--- src/rgsf_pkg.sv ---
// Shared types and constants for the RGB-to-gray Sobel edge filter.
// Used by every module of the block; no dependencies.
package rgsf_pkg;

  localparam int LINE_DEPTH = 2048;
  localparam int IDX_W      = $clog2(LINE_DEPTH);
  localparam int GEOM_W     = 12;

  localparam logic [15:0] W_RED   = 16'd13933;
  localparam logic [15:0] W_GREEN = 16'd46871;
  localparam logic [15:0] W_BLUE  = 16'd4732;

  localparam logic [GEOM_W-1:0] WIDTH_RESET  = 12'd640;
  localparam logic [GEOM_W-1:0] HEIGHT_RESET = 12'd480;
  localparam logic [GEOM_W-1:0] GEOM_MIN     = 12'd3;
  localparam logic [GEOM_W-1:0] WIDTH_MAX    = GEOM_W'(LINE_DEPTH);

  localparam logic REG_FRAME_WIDTH  = 1'b0;
  localparam logic REG_FRAME_HEIGHT = 1'b1;

  typedef struct packed {
    logic [7:0] red;
    logic [7:0] green;
    logic [7:0] blue;
    logic       frame_start;
  } pixel_t;

  typedef struct packed {
    logic [7:0] edge_magnitude;
    logic       line_end;
    logic       frame_end;
  } result_t;

  typedef struct packed {
    logic [7:0] top;
    logic [7:0] mid;
    logic [7:0] bot;
  } column_t;

  typedef struct packed {
    logic emit;
    logic line_end;
    logic frame_end;
  } flags_t;

endpackage

--- src/rgsf_sobel.sv ---
// Sobel gradients over a 3-column window; registers |gx| and |gy|.
// Depends on rgsf_pkg.
module rgsf_sobel
  import rgsf_pkg::*;
(
  input  logic       clk,
  input  logic       en,
  input  column_t    c0,
  input  column_t    c1,
  input  column_t    c2,
  output logic [9:0] abs_gx,
  output logic [9:0] abs_gy
);

  logic [9:0]        sx_new, sx_old, sy_bot, sy_top;
  logic signed [10:0] gx, gy;
  logic [9:0]        ax_r, ay_r;

  always_comb begin
    sx_new = 10'(c2.top) + {1'b0, c2.mid, 1'b0} + 10'(c2.bot);
    sx_old = 10'(c0.top) + {1'b0, c0.mid, 1'b0} + 10'(c0.bot);
    sy_bot = 10'(c0.bot) + {1'b0, c1.bot, 1'b0} + 10'(c2.bot);
    sy_top = 10'(c0.top) + {1'b0, c1.top, 1'b0} + 10'(c2.top);
    gx = $signed({1'b0, sx_new}) - $signed({1'b0, sx_old});
    gy = $signed({1'b0, sy_bot}) - $signed({1'b0, sy_top});
  end

  always_ff @(posedge clk) begin
    if (en) begin
      ax_r <= gx[10] ? 10'(-gx) : gx[9:0];
      ay_r <= gy[10] ? 10'(-gy) : gy[9:0];
    end
  end

  assign abs_gx = ax_r;
  assign abs_gy = ay_r;

endmodule

--- config.mk ---
export PLATFORM = sky130hd
export DESIGN_NAME = rgsf_sobel
export DESIGN_NICKNAME = d
export VERILOG_FILES = /design/src/rgsf_pkg.sv /design/src/rgsf_sobel.sv
export SDC_FILE = /design/constraint.sdc
export NUM_CORES = 1
export LEC_CHECK = 0
export BUFFER_PORTS_ARGS = -buffer_cell sky130_fd_sc_hd__buf_2
export CAP_MARGIN = 20
export CORE_ASPECT_RATIO = 1.2
export CORE_MARGIN = 3
export CORE_UTILIZATION = 35
export DETAILED_ROUTE_END_ITERATION = 8
export PLACE_DENSITY = 0.68
export SLEW_MARGIN = 20
export SYNTH_ARGS = -nofsm -noshare
export SYNTH_HDL_FRONTEND = slang
export SYNTH_SLANG_ARGS = --single-unit
--- constraint.sdc ---
create_clock -name clk -period 5.4 [get_ports clk]
set_input_delay 0.81 -clock clk [delete_from_list [all_inputs] [get_ports clk]]
set_output_delay 0.81 -clock clk [all_outputs]
set_load 0.02 [all_outputs]
; After elaboration in Yosys (flattened, before gate mapping)
; Index checks and enable logic that the tools add are counted.
[op_classes]
add_sub_neg = 12
mux = 2
[ops]
columns = cell, count
row1 = adder 10 x 8 -> 10 bit, 4
row2 = adder 8 x 9 -> 10 bit, 4
row3 = subtractor 10 x 10 -> 11 bit, 2
row4 = two-way mux 10 bit, 2
row5 = negator 10 bit, 2
[word_totals]
register_bits = 20
in_bits = 74
out_inout_bits = 20
elab_cells = 16

; Depth between registers and ports, before layout
[depth]
word_depth = 5
ltp_mapped = 16
ltp_nobuf = 16

; Worst setup path after synthesis
; No wires, ideal clock.
[synth_path]
path_type = input to register
startpoint = in c0[16] (netlist bit)
endpoint = reg ax_r[9], in the netlist abs_gx[9], data pin
setup_ns = 0.260
arrival_time_ns = 4.106
t_required_ns = 5.140
setup_slack_ns = 1.033
cell_stages = 15
n_path_buf = 0
path_cell_list = inv_1 fa_1 inv_1 fa_1 fa_1 inv_1 ha_1 inv_1 fa_1 and3_2 nand2_1 or2_1 or3_4 o31ai_4 xnor2_1
[synth_between]
elab_chain_cells = 5
[synth_lines]
columns = element, line
row1 = "start, declared", rgsf_sobel.sv:8  ; input column_t c0,
row2 = adder 8 x 9 -> 10 bit (*), rgsf_sobel.sv:21  ; sx_old = 10'(c0.top) + {1'b0, c0.mid, 1'b0} + 10'(c0.bot);
row3 = adder 10 x 8 -> 10 bit (*), rgsf_sobel.sv:21
row4 = subtractor 10 x 10 -> 11 bit (*), rgsf_sobel.sv:24  ; gx = $signed({1'b0, sx_new}) - $signed({1'b0, sx_old});
row5 = negator 10 bit, rgsf_sobel.sv:30  ; ax_r <= gx[10] ? 10'(-gx) : gx[9:0];
row6 = two-way mux 10 bit (*), rgsf_sobel.sv:30
row7 = "end signal, assigned", rgsf_sobel.sv:30
row8 = "end, declared", rgsf_sobel.sv:17  ; logic [9:0] ax_r, ay_r;
; Every way passes the cells marked *; elsewhere a longest branch is shown, timed or not.
; A chain may end at the register's enable or synchronous reset.

; Worst setup path after layout
[layout_path]
startpoint = in c0[2] (netlist bit)
endpoint = reg ax_r[8], in the netlist abs_gx[8], data pin
[layout_between]
elab_chain_cells = 4
[layout_lines]
columns = element, line
row1 = adder 10 x 8 -> 10 bit (*), rgsf_sobel.sv:21
row2 = subtractor 10 x 10 -> 11 bit (*), rgsf_sobel.sv:24
row3 = negator 10 bit, rgsf_sobel.sv:30
row4 = two-way mux 10 bit (*), rgsf_sobel.sv:30
; Marked as above.

==> flow_summary.yaml <==
global_routing:
  grt_overflow: 0
  antenna_found_initial: 0
  grt_pass1_vias: 2674
  grt_pass1_wl_um: 11400
  grt.total_usage_pct: 12.1
  grt_max_degree: 21
floorplan:
  rows: 39
  start_util_pct: 36.2
  dieArea_um2: 11100
  die_x_um: 96.7
  io_pins: 94
  die_height_um: 115
  coreArea_um2: 9560
logic_synthesis:
  synth_area_um2: 3460
  synth-warning-count: 0
  ys.flop_type: "edfxtp_1"
  ys_async_sr_fraction_pct: 0
  syn_nets: 521
  synth-seq-cells: 20
  yosysUniqueCellTypes: 39
  syn_avg_cell_area_um2: 9.63
  synth.yosys.seq_area_share_pct: 17.4
  syn_inst: 359
  synth_edf_count: 20
sta:
  relSlewSlack_pct: 67.9
  final-max-slew-violation-count: 0
  hold_viol: 0
  worst_slack_ns: 0.977
  post-route-period-util_pct: 81.9
  setup_viol: 0
  fin_hold_ws_ns: 1.04
  setup_tns_ns: 0
  grt_setup_unrepaired: "no"
  fmax_ghz: 0.226
  worst_pin_slew_ns: 0.481
  period_needed_ns: 4.42
final_layout:
  area_delta_synth_final_pct: 18.8
  nets: 610
  utilization_pct: 43.0
  nFillCells: 947
  antennaDiodeCount: 0
  drive_above_1_share_pct: 22.0
  final_cells: 569
cts:
  numCtsBuffers: 3
  cts.repair.resized: 0
  cts_max_level: 1
  cts.sink_count: 20
  cts_hold_buf: 0
  cts_tree: "yes"
  clock_path_buffers: 2
  clk_pin_slew_ns: 0.05
  cts-root-buf: "clkbuf_16"
  post_cts_buffers: 0
critical_path:
  cp_max_fo: 10
  arrival_ns: 4.42
  required_ns: 5.39
  end_kind: "flip-flop"
  critPathLaunchType: "input port"
  crit_type: "in -> reg"
place:
  io_buffers: 85
  gp_congestion: 0.775
  dp.cells: 566
  place_ws_ns: 0.704
  post-dp-hpwl_um: 5830
power:
  p_clk_share_pct: 6.5
  combPwrFrac_pct: 77.2
  p_switching_mw: 1.07
  power_density_nw_per_um2: 546
  vdd_drop_max_v: 0.000183
  p_int_mw: 1.18
  p_sw_share_pct: 47.5
  p_leak_nw: 2.21
  p_seq_share_pct: 16.3
route:
  wire_per_inst_um: 11.1
  post_drt_via_cell_ratio: 4.28
  vias: 2438
  ant_nets: 0
  drt_iter0_markers: 92
  drc_errors: 0
  first_pass_iters: 4
  routed_wl_um: 6300
hold_path:
  worstHoldPathType: "in -> reg"
flow_run:
  maxCapViolations: 0
status:
  outcome: "completed"
-- kinds of logic (layout without fill, tap and decap cells) --
group / after synthesis / after routing / share of synthesized area, %
multiplexers: 1 / 1 / 0.326
flip-flops: 20 / 20 / 17.4
buffers and inverters: 135 / 222 / 14.7
adder cells (fa/ha/maj): 88 / 88 / 45.3
AO/OA/AOI/OAI: 48 / 48 / 9.66
XOR/XNOR: 26 / 26 / 6.80
AND/OR/NAND/NOR: 41 / 41 / 5.90
-- synth_stat cells (3+ instances only) --
master	n	area share (%)
ha_1	26	9.4
nand2_1	8	0.87
a21oi_1	10	1.4
xor2_1	9	2.3
nor3_1	3	0.43
o21ai_1	5	0.72
nand2b_1	3	0.54
inv_1	134	15
nor2_1	14	1.5
edfxtp_1	20	17
nor2b_1	4	0.72
a21oi_2	5	1.3
a21o_1	6	1.3
xnor2_1	16	4.1
o21ai_0	5	0.72
fa_1	62	36
-- registers in the layout (all words and copies together) (netlist names) --
signal / count
abs_gy: 10
abs_gx: 10
-- metrics by stage --
step | power [mW] | area [um^2]
after floorplan | 1.76 | 3460
after global placement | 2.08 | 4030
after detailed placement | 2.12 | 4030
after CTS | 2.28 | 4110
after global routing | 2.53 | 4110
final | 2.24 | 4110
-- metal layers --
layer | vias up | track usage, % | wire length (um)
li1 | 1248 | - | -
met1 | 1126 | 14.8 | 2560
met4 | 0 | 1.97 | 59
met5 | - | 0 | 0
met2 | 58 | 23.5 | 3390
met3 | 6 | 1.21 | 280
-- power groups by stage --
| stage | combinational, mW | clock [mW] | sequential [mW] |
|---|---|---|---|
| after floorplan | 1.29 | 0 | 0.467 |
| after global placement | 1.72 | 0 | 0.369 |
| after detailed placement | 1.75 | 0 | 0.372 |
| after CTS | 1.76 | 0.150 | 0.369 |
| after global routing | 1.99 | 0.157 | 0.375 |
| final | 1.73 | 0.146 | 0.366 |
-- placed cells by master (no fill, tap or decap), drive strengths merged, types with 2 or more instances in the layout --
master    n
fa       62
buf      85
a31oi     2
xor2      9
ha       26
o31ai     2
nand2     8
a21oi    15
o21ai    11
nand2b    3
nor3      3
nor2b     4
inv     134
and3      2
nand3     2
a21o      6
o31a      2
a211oi    2
clkbuf    3
o21bai    2
edfxtp   20
nor2     14
o211ai    2
xnor2    17
or3       2
-- final timing paths --
kind / depth (start not counted) / to / from / slack [ns]
worst min-delay path: 3 / abs_gy[0] / c0[17] / 1.04
worst max-delay path: 15 / abs_gx[8] / c0[2] / 0.98
-- critical path, stage by stage --
cell      delay (ns)
buf_2           0.11
inv_1           0.06
fa_1            0.52
fa_1            0.54
inv_1           0.05
fa_1            0.58
inv_1           0.06
ha_1            0.30
a211oi_1        0.31
o21ai_2         0.15
nand4_1         0.11
nand2_1         0.07
a21oi_2         0.41
o31ai_1         0.18
xnor2_1         0.16
-- layout make-up --
cell class | instances | area (um^2) | share of cell area (%)
multi-input cells | 204 | 2350 | 57.2
flip-flops and latches | 20 | 601 | 14.6
inverters | 134 | 503 | 12.2
repair buffers | 85 | 425 | 10.4
well taps | 123 | 154 | 3.75
clock buffers | 3 | 75.1 | 1.83
Power figures use the tool's default switching activity.
