File: src/rgsf_pkg.sv
// Shared types and constants for the RGB-to-gray Sobel edge filter.
// Used by every module of the block; no dependencies.
package rgsf_pkg;

  localparam int LINE_DEPTH = 2048;
  localparam int IDX_W      = $clog2(LINE_DEPTH);
  localparam int GEOM_W     = 12;

  localparam logic [15:0] W_RED   = 16'd13933;
  localparam logic [15:0] W_GREEN = 16'd46871;
  localparam logic [15:0] W_BLUE  = 16'd4732;

  localparam logic [GEOM_W-1:0] WIDTH_RESET  = 12'd640;
  localparam logic [GEOM_W-1:0] HEIGHT_RESET = 12'd480;
  localparam logic [GEOM_W-1:0] GEOM_MIN     = 12'd3;
  localparam logic [GEOM_W-1:0] WIDTH_MAX    = GEOM_W'(LINE_DEPTH);

  localparam logic REG_FRAME_WIDTH  = 1'b0;
  localparam logic REG_FRAME_HEIGHT = 1'b1;

  typedef struct packed {
    logic [7:0] red;
    logic [7:0] green;
    logic [7:0] blue;
    logic       frame_start;
  } pixel_t;

  typedef struct packed {
    logic [7:0] edge_magnitude;
    logic       line_end;
    logic       frame_end;
  } result_t;

  typedef struct packed {
    logic [7:0] top;
    logic [7:0] mid;
    logic [7:0] bot;
  } column_t;

  typedef struct packed {
    logic emit;
    logic line_end;
    logic frame_end;
  } flags_t;

endpackage

File: src/rgsf_win_cell.sv
// Window cell: holds one 3-pixel column, takes its neighbour's on shift.
// Depends on rgsf_pkg.
module rgsf_win_cell
  import rgsf_pkg::*;
(
  input  logic    clk,
  input  logic    shift_en,
  input  column_t col_in,
  output column_t col_out
);

  column_t col_r;

  always_ff @(posedge clk) begin
    if (shift_en) begin
      col_r <= col_in;
    end
  end

  assign col_out = col_r;

endmodule

File: config.mk
export PLATFORM = sky130hd
export DESIGN_NAME = rgsf_win_cell
export DESIGN_NICKNAME = d
export VERILOG_FILES = /design/src/rgsf_pkg.sv /design/src/rgsf_win_cell.sv
export SDC_FILE = /design/constraint.sdc
export NUM_CORES = 1
export LEC_CHECK = 0
export BUFFER_PORTS_ARGS = -buffer_cell sky130_fd_sc_hd__clkbuf_2
export CAP_MARGIN = 30
export CORE_MARGIN = 5
export CORE_UTILIZATION = 38
export DETAILED_ROUTE_END_ITERATION = 10
export PLACE_DENSITY = 0.75
export SLEW_MARGIN = 15
export SYNTH_ARGS = -nofsm -noshare
export SYNTH_HDL_FRONTEND = slang
export SYNTH_SLANG_ARGS = --single-unit
File: constraint.sdc
create_clock -name clk -period 0.8 [get_ports clk]
set_clock_uncertainty 0.15 [all_clocks]
set_input_delay 0 -clock clk [delete_from_list [all_inputs] [get_ports clk]]
set_output_delay 0 -clock clk [all_outputs]
set_load 0.01 [all_outputs]
## Yosys cells after proc, flatten, opt, wreduce, memory -nomap -nowiden

Index checks and enable logic that the tools add are counted.

| storage, ports and cells | value |
|---|---|
| register bits after elaboration | 24 |
| input port bits | 26 |
| output and inout port bits | 24 |
| word-level logic and storage cells | 3 |

## Logic depth before layout (Yosys ltp)

Gate-level depths: netlist of the first run.

| logic depth | value |
|---|---|
| depth in word-level cells | 0 |
| mapped depth | 0 |

## Least setup slack after synthesis of the first run

No wires, ideal clock.

| timing path | value |
|---|---|
| kind | flip-flop to output port |
| from | register col_r (netlist bit col_out[0]) |
| to | output col_out[0] (netlist name) |
| data arrival time | 0.394 ns |
| slack | 0.256 ns |
| stages on the path, launching flop included | 1 |
| cell sequence | edfxtp_1 |

RTL lines:

| what | RTL line | source |
|---|---|---|
| start, declared | rgsf_win_cell.sv:12 | `column_t col_r;` |
| start signal, assigned | rgsf_win_cell.sv:16 | `col_r <= col_in;` |
| end, declared | rgsf_win_cell.sv:9 | `output column_t col_out` |

No word-level cell between the ends.

## Worst setup path in the final report of the first run

| timing path | value |
|---|---|
| from | register col_r (netlist bit col_out[12]) |
| to | output col_out[12] (netlist name) |

No word-level cell between the ends.

==> reports/metrics.cfg, run 1 <==
[floorplanning]
floorplan.rows=15
floorplan.die.width_um=53.6
placeableCoreArea_um2=1760
initial_utilization_pct=40.9
top_level_pins=50
die_area_um2=2870
die_h_um=53.6

[layout]
filler_cell_count=125
largest_register_ffs=24
stdcell_area_um2=1290
post_layout_nonfiller_instances=127
area_delta_synth_final_pct=78.6
multi_input_comb_cells=0
num-nets-final=130
diodes=0
multi_input_comb_area_um2=0
final_core_util_pct=73.0
layout-drive-gt1-share_pct=52.9

[critical_path]
max_stage_delay_ps=400
cpMaxStageDelayCell=edfxtp_1
timing.critical_path.required_ps=650
worst_setup_path_end_kind=output port
wp_data_arrival_ps=840
path_delay_family=flip-flops
worstPathBufferInverterCount=1
critical_path_class=reg -> out
worst_setup_path_start_kind=flop
cp_max_fo=1
critical_path.cell_chain=clkbuf_2

[placement]
gp_congestion=0.617
preCtsSetupSlack_ps=71.0
post-place-cells=100
buffer_ports.inserted=49
total_cell_area_at_the_placement_stage_um2=1020

[routing]
drtPass1Iterations=4
maxUsedRoutingLayer=met3
final_routed_drc_violation_total=0
ant_nets=0
detailroute.wirelength.met3_um=137
detail_route.wirelength.met1_um=637
detail_route.vias_per_cell=3.96
met2_length_um=889
detailroute.via_count=503
detailedRoute.firstIterationViolations=1
wl_per_cell_um=13.1
totalWireLength_um=1660

[timing]
slew_headroom_pct=92.0
final.setup.tns_ps=-3870
grt_setup_unrepaired=yes
worst_pin_slew_ps=121
finalCritPeriodShare_pct=124
layout_min_cycle_time_ps=995
hold_ws_ps=-63.2
report.final.setup_viol=24
report.final.slew_viol_count=0
layout_setup_ws_ps=-195
hold_violations=24
max_freq_mhz=1010

[cts]
cts.repair_timing.setup_buffer_count=0
post_cts_hold_buffer_count=24
tritoncts=yes
clock_pin_slew_of_the_registers_on_the_worst_case_setup_and_hold_paths_ps=120
cts_buffer_depth=2
clockRootBuffer=clkbuf_4
cts-buffers-inserted=3
clock-sinks=24
htree_levels=1

[global_route]
grtUsageTotal_pct=12.3
residual_overflow_from_global_routing=0
antenna_violations_before_repair=0
wire_length_of_the_first_global_routing_pass_um=2450
maximum_number_of_pins_on_one_net_before_global_route_repair=18
vias_in_the_first_global_route=534

[logic_synthesis]
synth.top_cells.by_count=24 x edfxtp_1
synth_warnings=0
synth_nets=50
number_of_synthesized_flops_with_an_enable_pin=24
netlist.area_leader.share_pct=100
synth.area.top_cells=edfxtp_1 100%
yosys.cell_count.top_type=edfxtp_1
syn_inst=24
ys_seq_area_share_pct=100
ys_ff_latch=24
synth_largest_area_cell=edfxtp_1
async_flop_share_pct=0
ys_types=1
average_instance_area_after_synthesis_um2=30.0
leading_register_cell_type_out_of_synthesis=edfxtp_1
syn_area_um2=721

[hold_path]
hold-path-cell-count=2
hold_path.startpoint=shift_en
holdCritPathClass=in -> reg
min_delay_worst_endpoint=col_out[8]

[status]
failed_checks=hold timing, setup timing
run_status=finished, violations left

[pwr]
total_power_mw=2.34
power.ir.vdd_worst_mv=1.49
pwr_density_cell_nw_per_um2=1820
p_leak_nw=0.566

[flow_run]
number_of_maximum_capacitance_violations=0

==> cell families (layout without fill, tap and decap cells) <==
group	after synthesis	in the layout	share of synthesized area [%]
flops	24	24	100
buf+inv	0	78	0
==> cells in the final DEF, fill, tap and decap left out, drive strengths merged <==
cell / instances
clkbuf: 50
edfxtp: 24
dlygate4sd3: 24
buf: 4
==> per-layer routing <==
metal,track usage (%),up-vias
met2,23.7,29
met4,2.55,0
met1,13.6,220
met3,3.05,0
met5,0,-
li1,-,254
==> power by group <==
part / switching (mW) / internal, mW
registers: 0.0227 / 1.49
clock network: 0.318 / 0.175
logic: 0.143 / 0.192
total: 0.484 / 1.86
==> worst max-delay path by stage <==
stage                            from  cells after the start           to
after floorplan            col_out[0]                      0   col_out[0]
after global placement       shift_en                      2  col_out[13]
after detailed placement     shift_en                      2  col_out[21]
after CTS                 col_out[10]                      1  col_out[10]
after global routing      col_out[12]                      1  col_out[12]
final                     col_out[12]                      1  col_out[12]
==> area by class of cell <==
class | count | area [µm²] | area share, %
flip-flops and latches | 24 | 721 | 56.0
repair buffers | 75 | 513 | 39.8
well taps | 25 | 31.3 | 2.43
clock buffers | 3 | 22.5 | 1.75
==> repair_timing <==
action                                  CTS  global route
gates resized for setup                   0             2
endpoints found under the hold margin    48            24
endpoints found under the setup margin   24            24
(Power assumes the default switching activity.)
==> run 2, diff against run 1 <==
CAP_MARGIN = default   (was 30)
PLACE_DENSITY = 0.74   (was 0.75)
RECOVER_POWER = 25   (was default)
==> run 2 against run 1 <==
The run still ends with hold timing, setup timing left. Die area is the same. Sequential power is essentially flat. First-iteration DRC count stayed put. Sequential cell count stayed put. Combinational power decreased by 3%. Hold slack worse by 37 ps. Sequential share of layout area is 0.75 points lower. Cell count grew 1.6%. Global-route usage is 0.87 points higher. Critical path depth stayed put. Utilization increased by 0.99 points. Routed wire length shrank 0.60%. Critical path type unchanged. Critical endpoint is now col_out[1]. Highest routed layer is now met4.
==> reports/metrics.cfg, run 2 (same netlist as run 1, synthesis figures left out) <==
[critical_path]
cpMaxStageDelayCell=edfxtp_1
worst_setup_path_start_kind=flop
timing.critical_path.required_ps=650  ; about the same
worst_setup_path_startpoint=col_out[1]
worst_path_depth=1  ; unchanged
critical_path.cell_chain=clkbuf_2
worstPathBufferInverterCount=1  ; unchanged
critical_path_class=reg -> out
cp_max_fo=1  ; unchanged
path_delay_family=flip-flops
worst_setup_path_end_kind=output port
crit_end=col_out[1]
max_stage_delay_ps=440  ; +40 ps
wp_data_arrival_ps=890  ; +50 ps

[floorplanning]
die_area_um2=2870  ; unchanged
floorplan.die.width_um=53.6  ; unchanged
top_level_pins=50  ; unchanged
die_h_um=53.6  ; unchanged
initial_utilization_pct=40.9  ; unchanged
placeableCoreArea_um2=1760  ; unchanged
floorplan.rows=15  ; unchanged

[pwr]
p_int_mw=2.18  ; +17%
power.ir.vdd_worst_mv=1.62  ; +9.1%
p_leak_nw=0.574  ; +1.3%
clkPwrFrac_pct=31.4  ; +10 points
power_switching_uw=505  ; +4.3%
pwr_density_cell_nw_per_um2=2060  ; +13%
swShare_pct=18.8  ; -1.9 points
comb_power_share_pct=12.1  ; -2.2 points
seq_power_share_pct=56.5  ; -8.1 points

[routing]
detailedRoute.firstIterationViolations=1  ; unchanged
detailroute.via_count=521  ; +3.6%
final_routed_drc_violation_total=0  ; unchanged
drtPass1Iterations=2  ; -2
totalWireLength_um=1650  ; -0.60%
met2_length_um=798  ; -10%
wl_per_cell_um=12.8  ; -2.1%
maxUsedRoutingLayer=met4
ant_nets=0  ; unchanged
detail_route.vias_per_cell=4.04  ; +2.0%
detailroute.wirelength.met3_um=230  ; +68%
detail_route.wirelength.met1_um=575  ; -9.7%

[global_route]
residual_overflow_from_global_routing=0  ; unchanged
grtUsageTotal_pct=13.2  ; +0.87 points
vias_in_the_first_global_route=569  ; +6.6%
wire_length_of_the_first_global_routing_pass_um=2520  ; +2.8%
maximum_number_of_pins_on_one_net_before_global_route_repair=17  ; -1
antenna_violations_before_repair=0  ; unchanged

[layout]
diodes=0  ; unchanged
filler_cell_count=131  ; +4.8%
layout-drive-gt1-share_pct=51.9  ; -1.0 points
stdcell_area_um2=1310  ; +1.4%
mostFrequentLayoutCells=48 x clkbuf_2, 24 x edfxtp_1, 24 x dlygate4sd3_1, 3 x clkbuf_4, 2 x clkbuf_1
layout_commonest_cell=clkbuf_2
final_core_util_pct=74.0  ; +0.99 points
post_layout_nonfiller_instances=129  ; +1.6%
num-nets-final=131  ; +0.77%
largest_register_ffs=24  ; unchanged
area_delta_synth_final_pct=81.1
multi_input_comb_cells=0  ; unchanged
multi_input_comb_area_um2=0  ; unchanged

[timing]
hold_violations=1  ; -96%
hold_ws_ps=-99.8  ; -36.6 ps
final.setup.tns_ps=-4140  ; -279 ps
grt_setup_unrepaired=yes
report.final.setup_viol=24  ; unchanged
slew_headroom_pct=74.7  ; -17 points
layout_min_cycle_time_ps=1040  ; +49.7 ps
worst_pin_slew_ps=379  ; +259 ps
max_freq_mhz=957  ; -4.8%
layout_setup_ws_ps=-245  ; -49.7 ps
report.final.slew_viol_count=0  ; unchanged
finalCritPeriodShare_pct=131  ; +6.2 points

[cts]
post_cts_hold_buffer_count=24  ; unchanged
clockRootBuffer=clkbuf_4
clock-sinks=24  ; unchanged
cts.repair_timing.setup_buffer_count=0  ; unchanged
cts_buffer_depth=2  ; unchanged
clock_pin_slew_of_the_registers_on_the_worst_case_setup_and_hold_paths_ps=130  ; about the same
cts-buffers-inserted=3  ; unchanged
tritoncts=yes
htree_levels=1  ; unchanged

[hold_path]
holdCritPathClass=in -> reg

[flow_run]
number_of_maximum_capacitance_violations=0  ; unchanged

[placement]
gp_congestion=0.612  ; -0.71%
post-place-cells=101  ; +1.0%
total_cell_area_at_the_placement_stage_um2=1030  ; +0.73%
buffer_ports.inserted=49  ; unchanged

[status]
failed_checks=hold timing, setup timing
run_status=finished, violations left

-- run 2: worst min-delay path by stage --
stage,startpoint,to,slack (ps),cells past startpoint
after floorplan,col_in[0],col_out[0],-50,0
after global placement,col_in[19],col_out[19],30,1
after detailed placement,col_in[15],col_out[15],30,1
after CTS,shift_en,col_out[11],-110,2
after global routing,shift_en,col_out[11],-110,2
final,shift_en,col_out[11],-100,2
-- run 2: stage by stage --
stage	power (mW)	setup WS [ps]	hold WS (ps)
6_report	2.69	-245	-99.8
4_1_cts	2.72	-210	-110
3_5_place_dp	1.79	56.9	28.7
3_3_place_gp	1.78	65.7	26.6
5_1_grt	2.81	-291	-110
2_1_floorplan	1.60	256	-51.1
-- run 2: power groups by stage --
stage | Sequential (mW) | Clock [mW] | Combinational (mW)
4_1_cts | 1.52 | 0.866 | 0.339
3_5_place_dp | 1.55 | 0 | 0.247
5_1_grt | 1.53 | 0.933 | 0.353
6_report | 1.52 | 0.843 | 0.326
2_1_floorplan | 1.60 | 0 | 0
3_3_place_gp | 1.54 | 0 | 0.243
-- run 2: what timing repair did --
action,in CTS,in global routing
endpoints found under the setup margin,24,24
resized for setup,0,1
endpoints found under the hold margin,48,24
-- run 2: final cells by class --
cell class	count	area [µm²]	share of cell area, %
sequential	24	721	55.2
tap	25	31.3	2.40
timing repair buffer	76	500	38.4
clock inverter	1	30.0	2.30
clock buffer	3	22.5	1.73
-- run 2: metal layers --
layer  track usage, %  up-vias
met1             12.6      225
met3             5.54        4
met4             7.66        0
li1                 -      257
met5                0        -
met2             23.5       35
