### config.mk
export PLATFORM = sky130hd
export DESIGN_NAME = rgsf_gray
export DESIGN_NICKNAME = d
export VERILOG_FILES = /design/src/rgsf_pkg.sv /design/src/rgsf_gray.sv
export SDC_FILE = /design/constraint.sdc
export NUM_CORES = 1
export LEC_CHECK = 0
export BUFFER_PORTS_ARGS = -buffer_cell sky130_fd_sc_hd__buf_4
export CAP_MARGIN = 20
export CORE_MARGIN = 3
export CORE_UTILIZATION = 50
export CTS_CLUSTER_DIAMETER = 50
export CTS_CLUSTER_SIZE = 16
export DETAILED_ROUTE_END_ITERATION = 10
export PLACE_DENSITY = 0.76
export SLEW_MARGIN = 15
export SYNTH_ARGS = -nofsm -noshare
export SYNTH_HDL_FRONTEND = slang
export SYNTH_SLANG_ARGS = --single-unit
### constraint.sdc
create_clock -name clk -period 13.45 [get_ports clk]
set_clock_uncertainty 0.15 [all_clocks]
set_input_delay 1.345 -clock clk [delete_from_list [all_inputs] [get_ports clk]]
set_output_delay 1.345 -clock clk [all_outputs]
set_load 0.01 [all_outputs]
### src/rgsf_pkg.sv
// Shared types and constants for the RGB-to-gray Sobel edge filter.
// Used by every module of the block; no dependencies.
package rgsf_pkg;

  localparam int LINE_DEPTH = 2048;
  localparam int IDX_W      = $clog2(LINE_DEPTH);
  localparam int GEOM_W     = 12;

  localparam logic [15:0] W_RED   = 16'd13933;
  localparam logic [15:0] W_GREEN = 16'd46871;
  localparam logic [15:0] W_BLUE  = 16'd4732;

  localparam logic [GEOM_W-1:0] WIDTH_RESET  = 12'd640;
  localparam logic [GEOM_W-1:0] HEIGHT_RESET = 12'd480;
  localparam logic [GEOM_W-1:0] GEOM_MIN     = 12'd3;
  localparam logic [GEOM_W-1:0] WIDTH_MAX    = GEOM_W'(LINE_DEPTH);

  localparam logic REG_FRAME_WIDTH  = 1'b0;
  localparam logic REG_FRAME_HEIGHT = 1'b1;

  typedef struct packed {
    logic [7:0] red;
    logic [7:0] green;
    logic [7:0] blue;
    logic       frame_start;
  } pixel_t;

  typedef struct packed {
    logic [7:0] edge_magnitude;
    logic       line_end;
    logic       frame_end;
  } result_t;

  typedef struct packed {
    logic [7:0] top;
    logic [7:0] mid;
    logic [7:0] bot;
  } column_t;

  typedef struct packed {
    logic emit;
    logic line_end;
    logic frame_end;
  } flags_t;

endpackage

### src/rgsf_gray.sv
// BT.709 luma stage: registered weighted products, summed and truncated.
// Depends on rgsf_pkg.
module rgsf_gray
  import rgsf_pkg::*;
(
  input  logic       clk,
  input  logic       en,
  input  pixel_t     pix,
  output logic [7:0] gray
);

  logic [23:0] prod_r_r, prod_g_r, prod_b_r;
  logic [23:0] acc;

  always_ff @(posedge clk) begin
    if (en) begin
      prod_r_r <= 24'(W_RED * 24'(pix.red));
      prod_g_r <= 24'(W_GREEN * 24'(pix.green));
      prod_b_r <= 24'(W_BLUE * 24'(pix.blue));
    end
  end

  assign acc  = prod_r_r + prod_g_r + prod_b_r;
  assign gray = acc[23:16];

endmodule

After elaboration in Yosys (flattened, before gate mapping)
Index checks and enable logic that the tools add are counted.
Widths: inputs -> output; s select.
- add/sub/neg operators: 2
- multiply operators: 3
- operator list (kind ; count):
    $add 22x24->24 ; 1
    $add 24x21->24 ; 1
    $mul 16x8->24 const A ; 1
    $mul 14x8->22 const A ; 1
    $mul 11x8->19 const A ; 1
- register bits: 65
- input port bits: 27
- output and inout port bits: 8
- logic and storage cells: 8

Longest topological paths before layout
Gate-level depths: netlist of run 1.
- depth after elaboration: 2
- mapped depth: 17
- depth with buffers taken out: 17

Worst setup path after synthesis of run 1
No wires, ideal clock.
- kind: input to register
- start point: input pix[14] (netlist bit)
- end point: register prod_g_r[21] (data pin)
- library setup time: 258 ps
- data arrival time: 4979 ps
- required time: 13042 ps
- setup slack: 8064 ps
- cell stages on the path: 14
- path buffers: 0
- cells stage by stage: fa_1 > inv_1 > fa_1 > fa_1 > fa_1 > inv_1 > ha_1 > or2_2 > a21oi_1 > a31oi_1 > a31o_1 > a21o_1 > a21oi_1 > xnor2_1
- word-level cells in the longest chain between the ends: 1
- ends and longest elaborated chain (what ; RTL line ; text):
    start: declaration ; rgsf_gray.sv:8 ; input pixel_t pix,
    $mul 16x8->24 ; rgsf_gray.sv:18 ; prod_g_r <= 24'(W_GREEN * 24'(pix.green));
    end signal: assignment ; rgsf_gray.sv:18 ;
    end: declaration ; rgsf_gray.sv:12 ; logic [23:0] prod_r_r, prod_g_r, prod_b_r;
No other way between the ends.
A chain may end at the register's enable or synchronous reset.

Worst setup path in the final report of run 1
- start point: input pix[23] (netlist bit)
- end point: register prod_r_r[21] (data pin)
- word-level cells in the longest chain between the ends: 1
- ends and longest elaborated chain (what ; RTL line ; text):
    $mul 14x8->22 ; rgsf_gray.sv:17 ; prod_r_r <= 24'(W_RED * 24'(pix.red));
    end signal: assignment ; rgsf_gray.sv:17 ;
    end: declaration ; rgsf_gray.sv:12 ;
No other way between the ends.

==> flow_metrics.py, run 1 <==
metrics = {
    "run_status": {
        "status": "finished clean",
    },
    "cells_and_area": {
        "syn_to_final_growth_pct": 9.279,
        "finalInstanceArea_mm2": 0.009637,
        "layout-drive-gt1-share_pct": 7.675,
        "fillCellCount": 1447,
        "n_antenna_cell": 0,
        "mostFrequentLayoutCell": "ha_1",
        "layout.nets": 1175,
        "final_cell_mix": "ha_1 (180), inv_1 (178), fa_1 (100), edfxtp_1 (65)",
    },
    "clock_network": {
        "cts_tree": "yes",
        "cts_max_path_buffers": 2,
        "clock_sinks": 65,
        "postCtsSetupBuffers": 0,
        "cts-buffers-inserted": 9,
        "clock-root-buffer": "clkbuf_16",
        "cts_resized": 0,
        "clk_pin_slew_ns": 0.05,
        "h-tree-depth": 3,
        "hold_buffers": 0,
    },
    "synthesis": {
        "synth_top_flop_cell": "edfxtp_1",
        "synthesis.nets": 1131,
        "synth-seq-cells": 65,
        "synth_edf_count": 65,
        "synth-seq-area-share_pct": 22.13,
        "postSynthCellCount": 824,
        "syn-cell-area_mm2": 0.008818,
        "ys_types": 48,
        "synth_warnings": 0,
        "async_flop_share_pct": 0,
        "synth.avg_cell_area_um2": 10.70,
    },
    "timing": {
        "holdWs_ns": 1.136,
        "relSlewSlack_pct": 43.54,
        "timing.final.crit_share_pct": 42.66,
        "fmax_mhz": 174.3,
        "setup_slack_ns": 7.712,
        "tightest_slew_ns": 0.8469,
        "hold_viol_final": 0,
        "drv_slew": 0,
        "grt_setup_unrepaired": "false",
        "finalCriticalPeriod_ns": 5.738,
        "tns_ns": 0,
        "report.final.setup_viol": 0,
    },
    "global_route": {
        "antenna_found_initial": 0,
        "grt_pass1_vias": 6129,
        "grt_util_all_layers_pct": 17.99,
        "overflow": 0,
        "grt_max_degree": 66,
        "grt_pass1_wl_um": 28320,
    },
    "floorplan": {
        "core_mm2": 0.01694,
        "die_area_mm2": 0.01927,
        "die_h_um": 138.8,
        "start_util_pct": 52.07,
        "rows": 47,
        "die_w_um": 138.8,
        "ios": 35,
    },
    "worst_hold_path": {
        "hp-class": "in -> reg",
    },
    "route": {
        "drc_errors": 0,
        "drt_first_pass_iters": 4,
        "vias": 5763,
        "dr.first_iter.drc_count": 212,
        "vias_per_cell": 5.273,
        "totalWireLength_um": 16340,
        "antenna_left": 0,
        "post_drt_wl_per_cell_um": 14.95,
    },
    "place": {
        "hpwl_um": 13960,
        "globalplace.congestion": 0.8721,
        "portBuffers": 33,
        "placed_area_mm2": 0.009341,
        "place_ws_ns": 7.343,
    },
    "pwr": {
        "power_frac_comb_pct": 72.7,
        "p_per_area_mw_per_mm2": 247.9,
        "swShare_pct": 45.43,
        "switching_power_mw": 1.085,
        "ir_drop_uv": 133.9,
        "total_leakage_power_nw": 4.828,
        "p_int_mw": 1.304,
        "seq_power_share_pct": 17.7,
        "clkPwrFrac_pct": 9.6,
    },
    "worst_setup_path": {
        "crit_fanout": 6,
        "path_class": "in -> reg",
        "cp-start-kind": "primary input",
        "arrival_ns": 5.68,
        "endpoint_kind": "flip-flop",
        "cp.required_ns": 13.40,
    },
    "job": {
        "cap_violations": 0,
    },
}
-- state kept, by name, indices dropped and copies added (netlist names) --
register and cells:
prod_g_r 24, prod_b_r 19, prod_r_r 22
-- synth_stat cells (2+ instances only) --
cell       instances  area [um2]
nor2_1            38       142.6
o311ai_0           2       17.52
o31a_1             2       17.52
a31o_2             2       17.52
o211ai_2           2       25.02
a21o_1            23       172.7
fa_1             100        2002
a22oi_1            2       15.01
inv_1            178       668.1
nand3_1           11       55.05
ha_1             180        2252
or2_2              3       18.77
nand2b_1           2       12.51
and3_1             7       43.79
nand4_1            7       43.79
xnor2_1           38       332.8
a221o_1            2       20.02
edfxtp_1          65        1952
nor3_1            18       90.09
o21bai_1           3       22.52
a21o_2             3       26.28
a31oi_1            5       31.28
a21oi_1           32       160.2
o2111ai_1          5       43.79
o211ai_1           3       22.52
a211oi_1           3       22.52
o21a_1            11       82.58
o21ai_1            3       15.01
or3_1              2       12.51
nor2b_1            8       50.05
xor2_1            11       96.34
a21oi_2            2       17.52
nand2_1           21       78.83
o21ai_0           16       80.08
-- power by group through the flow --
stage	registers (mW)	logic, mW	clock network (mW)
CTS	0.425	1.75	0.231
detailed placement	0.425	1.73	0
global placement	0.425	1.68	0
global route	0.434	1.97	0.241
floorplan	0.407	1.26	0
finish	0.424	1.74	0.229
-- final timing paths --
path	start	endpoint	cells past startpoint
worst max-delay path	pix[23]	prod_r_r[21]$_DFFE_PP_	18
worst min-delay path	pix[18]	prod_r_r[1]$_DFFE_PP_	1
-- per-layer routing --
| metal | wire, um | track usage, % | part of all wire [%] | up-vias |
|---|---|---|---|---|
| li1 | - | - | - | 2886 |
| met1 | 7608 | 23.42 | 47 | 2791 |
| met2 | 7945 | 31.27 | 49 | 64 |
| met3 | 509 | 3.310 | 3.1 | 22 |
| met4 | 278 | 4.428 | 1.7 | 0 |
| met5 | 0 | 0 | 0 | - |
-- area by class of cell --
type / count / area (um2) / area share [%]
multi-input combinational: 581 / 6198 / 64.32
sequential: 65 / 1952 / 20.25
inverter: 178 / 668.1 / 6.933
tap: 220 / 275.3 / 2.856
timing repair buffer: 33 / 247.7 / 2.571
clock buffer: 9 / 225.2 / 2.337
clock inverter: 7 / 70.07 / 0.7271
-- stage by stage --
stage	util [%]	total power [mW]	std cells
after CTS	56.90	2.409	1093
after detailed placement	55.16	2.154	1077
after global placement	55.16	2.104	1077
after global routing	56.90	2.641	1093
final	56.90	2.389	1093
after floorplan	-	1.666	824
-- cells by family (layout without fill, tap and decap cells) --
group,after synthesis,after routing,share of synthesized area (%)
AO/OA/AOI/OAI,133,133,10.78
XOR/XNOR,49,49,4.867
adder cells (fa/ha/maj),280,280,48.24
buffers and inverters,178,227,7.577
flip-flops,65,65,22.13
AND/OR/NAND/NOR,119,119,6.399
-- worst max-delay path, stage by stage --
cell,delay [ns]
buf_4,0.11
inv_1,0.04
ha_1,0.31
inv_1,0.09
fa_1,0.60
inv_1,0.08
fa_1,0.42
inv_1,0.09
fa_1,0.43
ha_1,0.39
a21o_1,0.18
a21oi_1,0.16
o211ai_1,0.15
o31ai_1,0.31
nand3_1,0.20
a221o_1,0.40
a21oi_2,0.15
xnor2_1,0.23
No activity file was read; power rests on OpenSTA's default activity.
==> run 2, diff against run 1 <==
--- a/config.mk
+++ b/config.mk
@@ -5,6 +5,7 @@
 export SDC_FILE = /design/constraint.sdc
 export NUM_CORES = 1
 export LEC_CHECK = 0
+export ABC_AREA = 1
 export BUFFER_PORTS_ARGS = -buffer_cell sky130_fd_sc_hd__buf_4
 export CAP_MARGIN = 20
 export CORE_MARGIN = 3
@@ -12,7 +13,7 @@
 export CTS_CLUSTER_DIAMETER = 50
 export CTS_CLUSTER_SIZE = 16
 export DETAILED_ROUTE_END_ITERATION = 10
-export PLACE_DENSITY = 0.76
+export PLACE_DENSITY = 0.78
 export SLEW_MARGIN = 15
 export SYNTH_ARGS = -nofsm -noshare
 export SYNTH_HDL_FRONTEND = slang
==> constraint.sdc (replaced) <==
create_clock -name clk -period 4.9 [get_ports clk]
set_clock_uncertainty 0.15 [all_clocks]
set_input_delay 0.49 -clock clk [delete_from_list [all_inputs] [get_ports clk]]
set_output_delay 0.49 -clock clk [all_outputs]
set_load 0.01 [all_outputs]
==> flow_metrics.py, run 2 <==
metrics = {
    "floorplan": {
        "ios": 35,
        "core_mm2": 0.01896,
        "die_h_um": 145.9,
        "start_util_pct": 51.65,
        "die_w_um": 145.9,
        "rows": 50,
        "die_area_mm2": 0.02130,
    },
    "synthesis": {
        "async_flop_share_pct": 0,
        "syn-cell-area_mm2": 0.009791,
        "synthesis.nets": 1447,
        "yosysMostFrequentCell": "inv_1",
        "synth_warnings": 0,
        "synth-seq-area-share_pct": 19.94,
        "synth_area_leaders": "ha_1 (23%), fa_1 (20%), edfxtp_1 (20%)",
        "yosysTopAreaCell": "ha_1",
        "synth_top_flop_cell": "edfxtp_1",
        "synth-seq-cells": 65,
        "synth.avg_cell_area_um2": 8.588,
        "synth_top_area_share_pct": 23.00,
        "postSynthCellCount": 1140,
        "ys_types": 31,
        "synth_edf_count": 65,
        "synth_common_cells": "inv_1 (253), nand2_1 (222), ha_1 (180), fa_1 (100), a21oi_1 (72)",
    },
    "worst_setup_path": {
        "arrival_ns": 4.06,
        "worst_path_largest_cell_delay_ns": 0.59,
        "cp-start-kind": "primary input",
        "path_class": "in -> reg",
        "critPathMostFrequentCell": "fa_1",
        "crit_fanout": 6,
        "slowest_stage": "fa_1",
        "path_cells": "buf_4 > fa_1 > inv_1 > fa_1 > fa_1 > fa_1 > inv_1 > ha_1 > a21oi_1 > o21ai_0 > a21oi_1 > nand2_1 > nand2_1 > nand2_1",
        "cp.required_ns": 4.84,
        "endpoint_kind": "flip-flop",
    },
    "cells_and_area": {
        "mostFrequentLayoutCell": "inv_1",
        "fin_util_pct": 56.40,
        "fin_cells": 1449,
        "regMostFlops": "prod_g_r",
        "layout-drive-gt1-share_pct": 5.299,
        "reg_top3": "prod_g_r (24), prod_r_r (22), prod_b_r (19)",
        "n_antenna_cell": 0,
        "syn_to_final_growth_pct": 9.189,
        "layout.nets": 1491,
        "largest_register_ffs": 24,
        "final_cell_mix": "inv_1 (253), nand2_1 (222), ha_1 (180), fa_1 (100), a21oi_1 (72)",
    },
    "global_route": {
        "antenna_found_initial": 0,
        "grt_pass1_vias": 7618,
        "grt_max_degree": 66,
        "grt_pass1_wl_um": 36130,
        "overflow": 0,
        "grt_util_all_layers_pct": 20.64,
    },
    "route": {
        "drc_errors": 0,
        "drt_first_pass_iters": 6,
        "vias": 7618,
        "dr.first_iter.drc_count": 573,
        "post_drt_wl_per_cell_um": 14.51,
        "vias_per_cell": 5.257,
        "antenna_left": 0,
        "totalWireLength_um": 21020,
    },
    "timing": {
        "finalCriticalPeriod_ns": 4.119,
        "grt_setup_unrepaired": "false",
        "holdWs_ns": 0.2753,
        "relSlewSlack_pct": 44.95,
        "tns_ns": 0,
        "report.final.setup_viol": 0,
        "timing.final.crit_share_pct": 84.05,
        "drv_slew": 0,
        "hold_viol_final": 0,
        "tightest_slew_ns": 0.8258,
        "fmax_mhz": 242.8,
    },
    "place": {
        "placedCellCount": 1433,
        "globalplace.congestion": 0.9046,
        "hpwl_um": 18070,
        "portBuffers": 33,
    },
    "clock_network": {
        "cts_max_path_buffers": 2,
        "clock-root-buffer": "clkbuf_16",
        "cts_resized": 0,
        "h-tree-depth": 3,
        "hold_buffers": 0,
        "cts-buffers-inserted": 9,
        "cts_tree": "yes",
        "postCtsSetupBuffers": 0,
        "clk_pin_slew_ns": 0.06,
        "clock_sinks": 65,
    },
    "job": {
        "cap_violations": 0,
    },
    "worst_hold_path": {
        "min_to": "prod_g_r[0]$_DFFE_PP_",
        "hold_depth": 1,
        "hp-class": "in -> reg",
        "min-delay-start": "pix[9]",
    },
    "run_status": {
        "status": "finished clean",
    },
}
-- run 2: cell types whose count changed after synthesis, sizes merged, moves of 10 or more --
cell / delta
a21oi: +38
xor2: +14
nand2: +204
nand4: +13
a21o: -18
nor2: +22
nand3: +41
o21ai: +16
xnor2: -28
inv: +75
nor3: -10
-- run 2: kinds of logic (layout without fill, tap and decap cells) --
family	count (synthesis)	count (layout)	share of synthesized area, %
buffers and inverters	253	302	9.700
adder cells (fa/ha/maj)	280	280	43.45
flip-flops	65	65	19.94
AND/OR/NAND/NOR	374	374	16.17
XOR/XNOR	35	35	3.131
AO/OA/AOI/OAI	133	133	7.617
-- run 2: routing by layer --
metal	global-route usage [%]	up-vias	routed length [um]	share of wire, %
li1	-	3775	-	-
met1	29.72	3610	10050	48
met5	0	-	0	0
met2	33.68	208	9576	46
met4	4.131	0	301	1.4
met3	2.772	25	1088	5.2
-- run 2: worst max-delay path: cells and delay by family --
kind | cells | cell delay [ns]
buf+inv | 3 | 0.25
fa+ha+maj | 5 | 2.48
simple gates | 3 | 0.21
compound gates | 3 | 0.62
-- run 2: through the flow --
step	cell area, um2	worst slack, ns
floorplan	9791	0.8900
global placement	10360	0.4709
detailed placement	10360	0.4675
CTS	10690	0.8066
global route	10690	0.5903
finish	10690	0.7814
-- run 2: cell type report --
class / instances / area, um2
clock buffer: 9 / 225.2
clock inverter: 7 / 101.3
fill: 1669 / 8265
inverter: 253 / 949.7
multi-input combinational: 822 / 6889
sequential: 65 / 1952
tap: 260 / 325.3
timing repair buffer: 33 / 247.7
-- run 2: worst max-delay path by stage --
stage / startpoint / endpoint / slack, ns / cells past startpoint
after floorplan: pix[14] / prod_g_r[20]$_DFFE_PP_ / 0.89 / 13
after global placement: pix[14] / prod_g_r[20]$_DFFE_PP_ / 0.47 / 14
after detailed placement: pix[14] / prod_g_r[16]$_DFFE_PP_ / 0.47 / 14
after CTS: pix[14] / prod_g_r[16]$_DFFE_PP_ / 0.81 / 14
after global routing: pix[14] / prod_g_r[20]$_DFFE_PP_ / 0.59 / 14
final: pix[14] / prod_g_r[16]$_DFFE_PP_ / 0.78 / 14
Power of run 2 is not shown: default switching activity piles up to over one toggle a cycle in this logic, so the estimate is an artifact.
==> run 3, diff against run 2 <==
--- a/config.mk
+++ b/config.mk
@@ -13,7 +13,7 @@
 export CTS_CLUSTER_DIAMETER = 50
 export CTS_CLUSTER_SIZE = 16
 export DETAILED_ROUTE_END_ITERATION = 10
-export PLACE_DENSITY = 0.78
+export PLACE_DENSITY = 0.76
 export SLEW_MARGIN = 15
 export SYNTH_ARGS = -nofsm -noshare
 export SYNTH_HDL_FRONTEND = slang
==> constraint.sdc (replaced) <==
create_clock -name clk -period 3.8 [get_ports clk]
set_clock_uncertainty 0.15 [all_clocks]
set_input_delay 0.38 -clock clk [delete_from_list [all_inputs] [get_ports clk]]
set_output_delay 0.38 -clock clk [all_outputs]
set_load 0.01 [all_outputs]
==> flow_metrics.py, run 3 (synthesis results as in run 2) <==
metrics = {
    "route": {
        "drc_errors": 0,
        "antenna_left": 0,
        "totalWireLength_um": 23750,
        "post_drt_wl_per_cell_um": 15.13,
        "drt_first_pass_iters": 5,
        "vias_per_cell": 5.154,
        "dr.first_iter.drc_count": 590,
        "vias": 8091,
    },
    "job": {
        "cap_violations": 0,
    },
    "clock_network": {
        "cts-buffers-inserted": 9,
        "clk_pin_slew_ns": 0.06,
        "cts_tree": "yes",
        "clock-root-buffer": "clkbuf_16",
        "cts_max_path_buffers": 2,
        "h-tree-depth": 3,
        "clock_sinks": 65,
    },
    "global_route": {
        "grt_pass1_vias": 8041,
        "antenna_found_initial": 0,
        "grt_max_degree": 66,
        "overflow": 0,
        "grt_util_all_layers_pct": 22.76,
        "grt_pass1_wl_um": 38910,
    },
    "cells_and_area": {
        "fin_util_pct": 62.47,
        "largest_register_ffs": 24,
        "syn_to_final_growth_pct": 20.95,
        "layout-drive-gt1-share_pct": 17.02,
        "seq_area_mm2": 0.001952,
        "reg_top3": "prod_g_r (24), prod_r_r (22), prod_b_r (19)",
        "fillCellCount": 1594,
        "layout.nets": 1612,
        "final_cell_mix": "inv_1 (248), nand2_1 (216), ha_1 (168), buf_4 (154), fa_1 (98)",
        "mostFrequentLayoutCell": "inv_1",
        "multiInputGateArea_mm2": 0.007114,
        "n_antenna_cell": 0,
        "regMostFlops": "prod_g_r",
    },
    "worst_setup_path": {
        "worst_path_largest_cell_delay_ns": 0.56,
        "crit_end": "prod_g_r[20]$_DFFE_PP_",
        "path_class": "in -> reg",
        "crit_fanout": 4,
        "startpoint": "pix[15]",
        "path_cells": "buf_4 > fa_2 > inv_2 > fa_1 > fa_2 > fa_1 > inv_2 > ha_4 > nand2_4 > nor2_2 > and2_1 > nand3_1 > nand4_1 > nand2_1",
        "slowest_stage": "fa_2",
        "cp.required_ns": 3.75,
        "cp-start-kind": "primary input",
        "cp.depth": 14,
        "cp_top_family": "adder cells",
        "arrival_ns": 3.65,
        "endpoint_kind": "flip-flop",
        "critPathBufInv": 3,
    },
    "floorplan": {
        "start_util_pct": 51.65,
        "ios": 35,
        "rows": 50,
        "die_area_mm2": 0.02130,
        "die_h_um": 145.9,
        "die_w_um": 145.9,
        "core_mm2": 0.01896,
    },
    "timing": {
        "fmax_mhz": 270.2,
        "report.final.setup_viol": 0,
        "drv_slew": 0,
        "tightest_slew_ns": 0.8252,
        "relSlewSlack_pct": 44.99,
        "hold_viol_final": 0,
        "grt_setup_unrepaired": "true",
        "finalCriticalPeriod_ns": 3.701,
        "holdWs_ns": 0.1433,
        "timing.final.crit_share_pct": 97.40,
    },
    "place": {
        "hpwl_um": 20480,
        "globalplace.congestion": 0.9362,
        "portBuffers": 33,
    },
    "run_status": {
        "status": "finished clean",
    },
    "worst_hold_path": {
        "hp-class": "in -> reg",
    },
}
-- run 3: cell count changes in the layout (fill, tap and decap cells not counted), sizes merged --
| cell | change |
|---|---|
| buf | +121 |
| inv | -2 |
| clkinv | +1 |
| bufinv | +1 |
-- run 3: layer usage --
metal | up-vias | wire length, um | global-route usage, %
met1 | 3833 | 11010 | 33.19
li1 | 4026 | - | -
met4 | 0 | 343 | 4.843
met5 | - | 0 | 0
met3 | 30 | 1399 | 3.301
met2 | 202 | 11000 | 36.31
-- run 3: cell type report --
| cell class | count | share of cell area (%) |
|---|---|---|
| clock inverter | 7 | 1.004 |
| inverter | 253 | 8.020 |
| sequential | 65 | 16.48 |
| timing repair buffer | 154 | 9.763 |
| clock buffer | 9 | 1.902 |
| multi-input combinational | 822 | 60.08 |
| tap | 260 | 2.747 |
-- run 3: worst min-delay path by stage --
stage | start | end | slack (ns) | depth (start not counted)
after CTS | pix[9] | prod_g_r[0]$_DFFE_PP_ | 0.14 | 1
after global routing | pix[9] | prod_g_r[0]$_DFFE_PP_ | 0.14 | 1
after global placement | pix[9] | prod_g_r[0]$_DFFE_PP_ | 0.50 | 1
after floorplan | pix[1] | prod_b_r[2]$_DFFE_PP_ | 0.33 | 0
final | pix[9] | prod_g_r[0]$_DFFE_PP_ | 0.14 | 1
after detailed placement | pix[9] | prod_g_r[0]$_DFFE_PP_ | 0.49 | 1
-- run 3: what timing repair did --
action / CTS / global route
hold buffers: 0 / 0
setup buffers: 0 / 3
endpoints found under the setup margin: 0 / 26
endpoints found under the hold margin: 0 / 0
resized for setup: 0 / 41
-- run 3: metrics by stage --
| stage | cell area [um2] | cells | setup WS (ns) | setup TNS, ns |
|---|---|---|---|---|
| 2_1_floorplan | 9826 | 1140 | 0.0004021 | 0 |
| 6_report | 11840 | 1570 | 0.09887 | 0 |
| 3_3_place_gp | 11280 | 1551 | -0.3082 | -6.543 |
| 3_5_place_dp | 11280 | 1551 | -0.3439 | -8.203 |
| 4_1_cts | 11630 | 1567 | 0.001463 | 0 |
| 5_1_grt | 11840 | 1570 | -0.03840 | -0.05537 |
Power of run 3 is left out for the same reason.
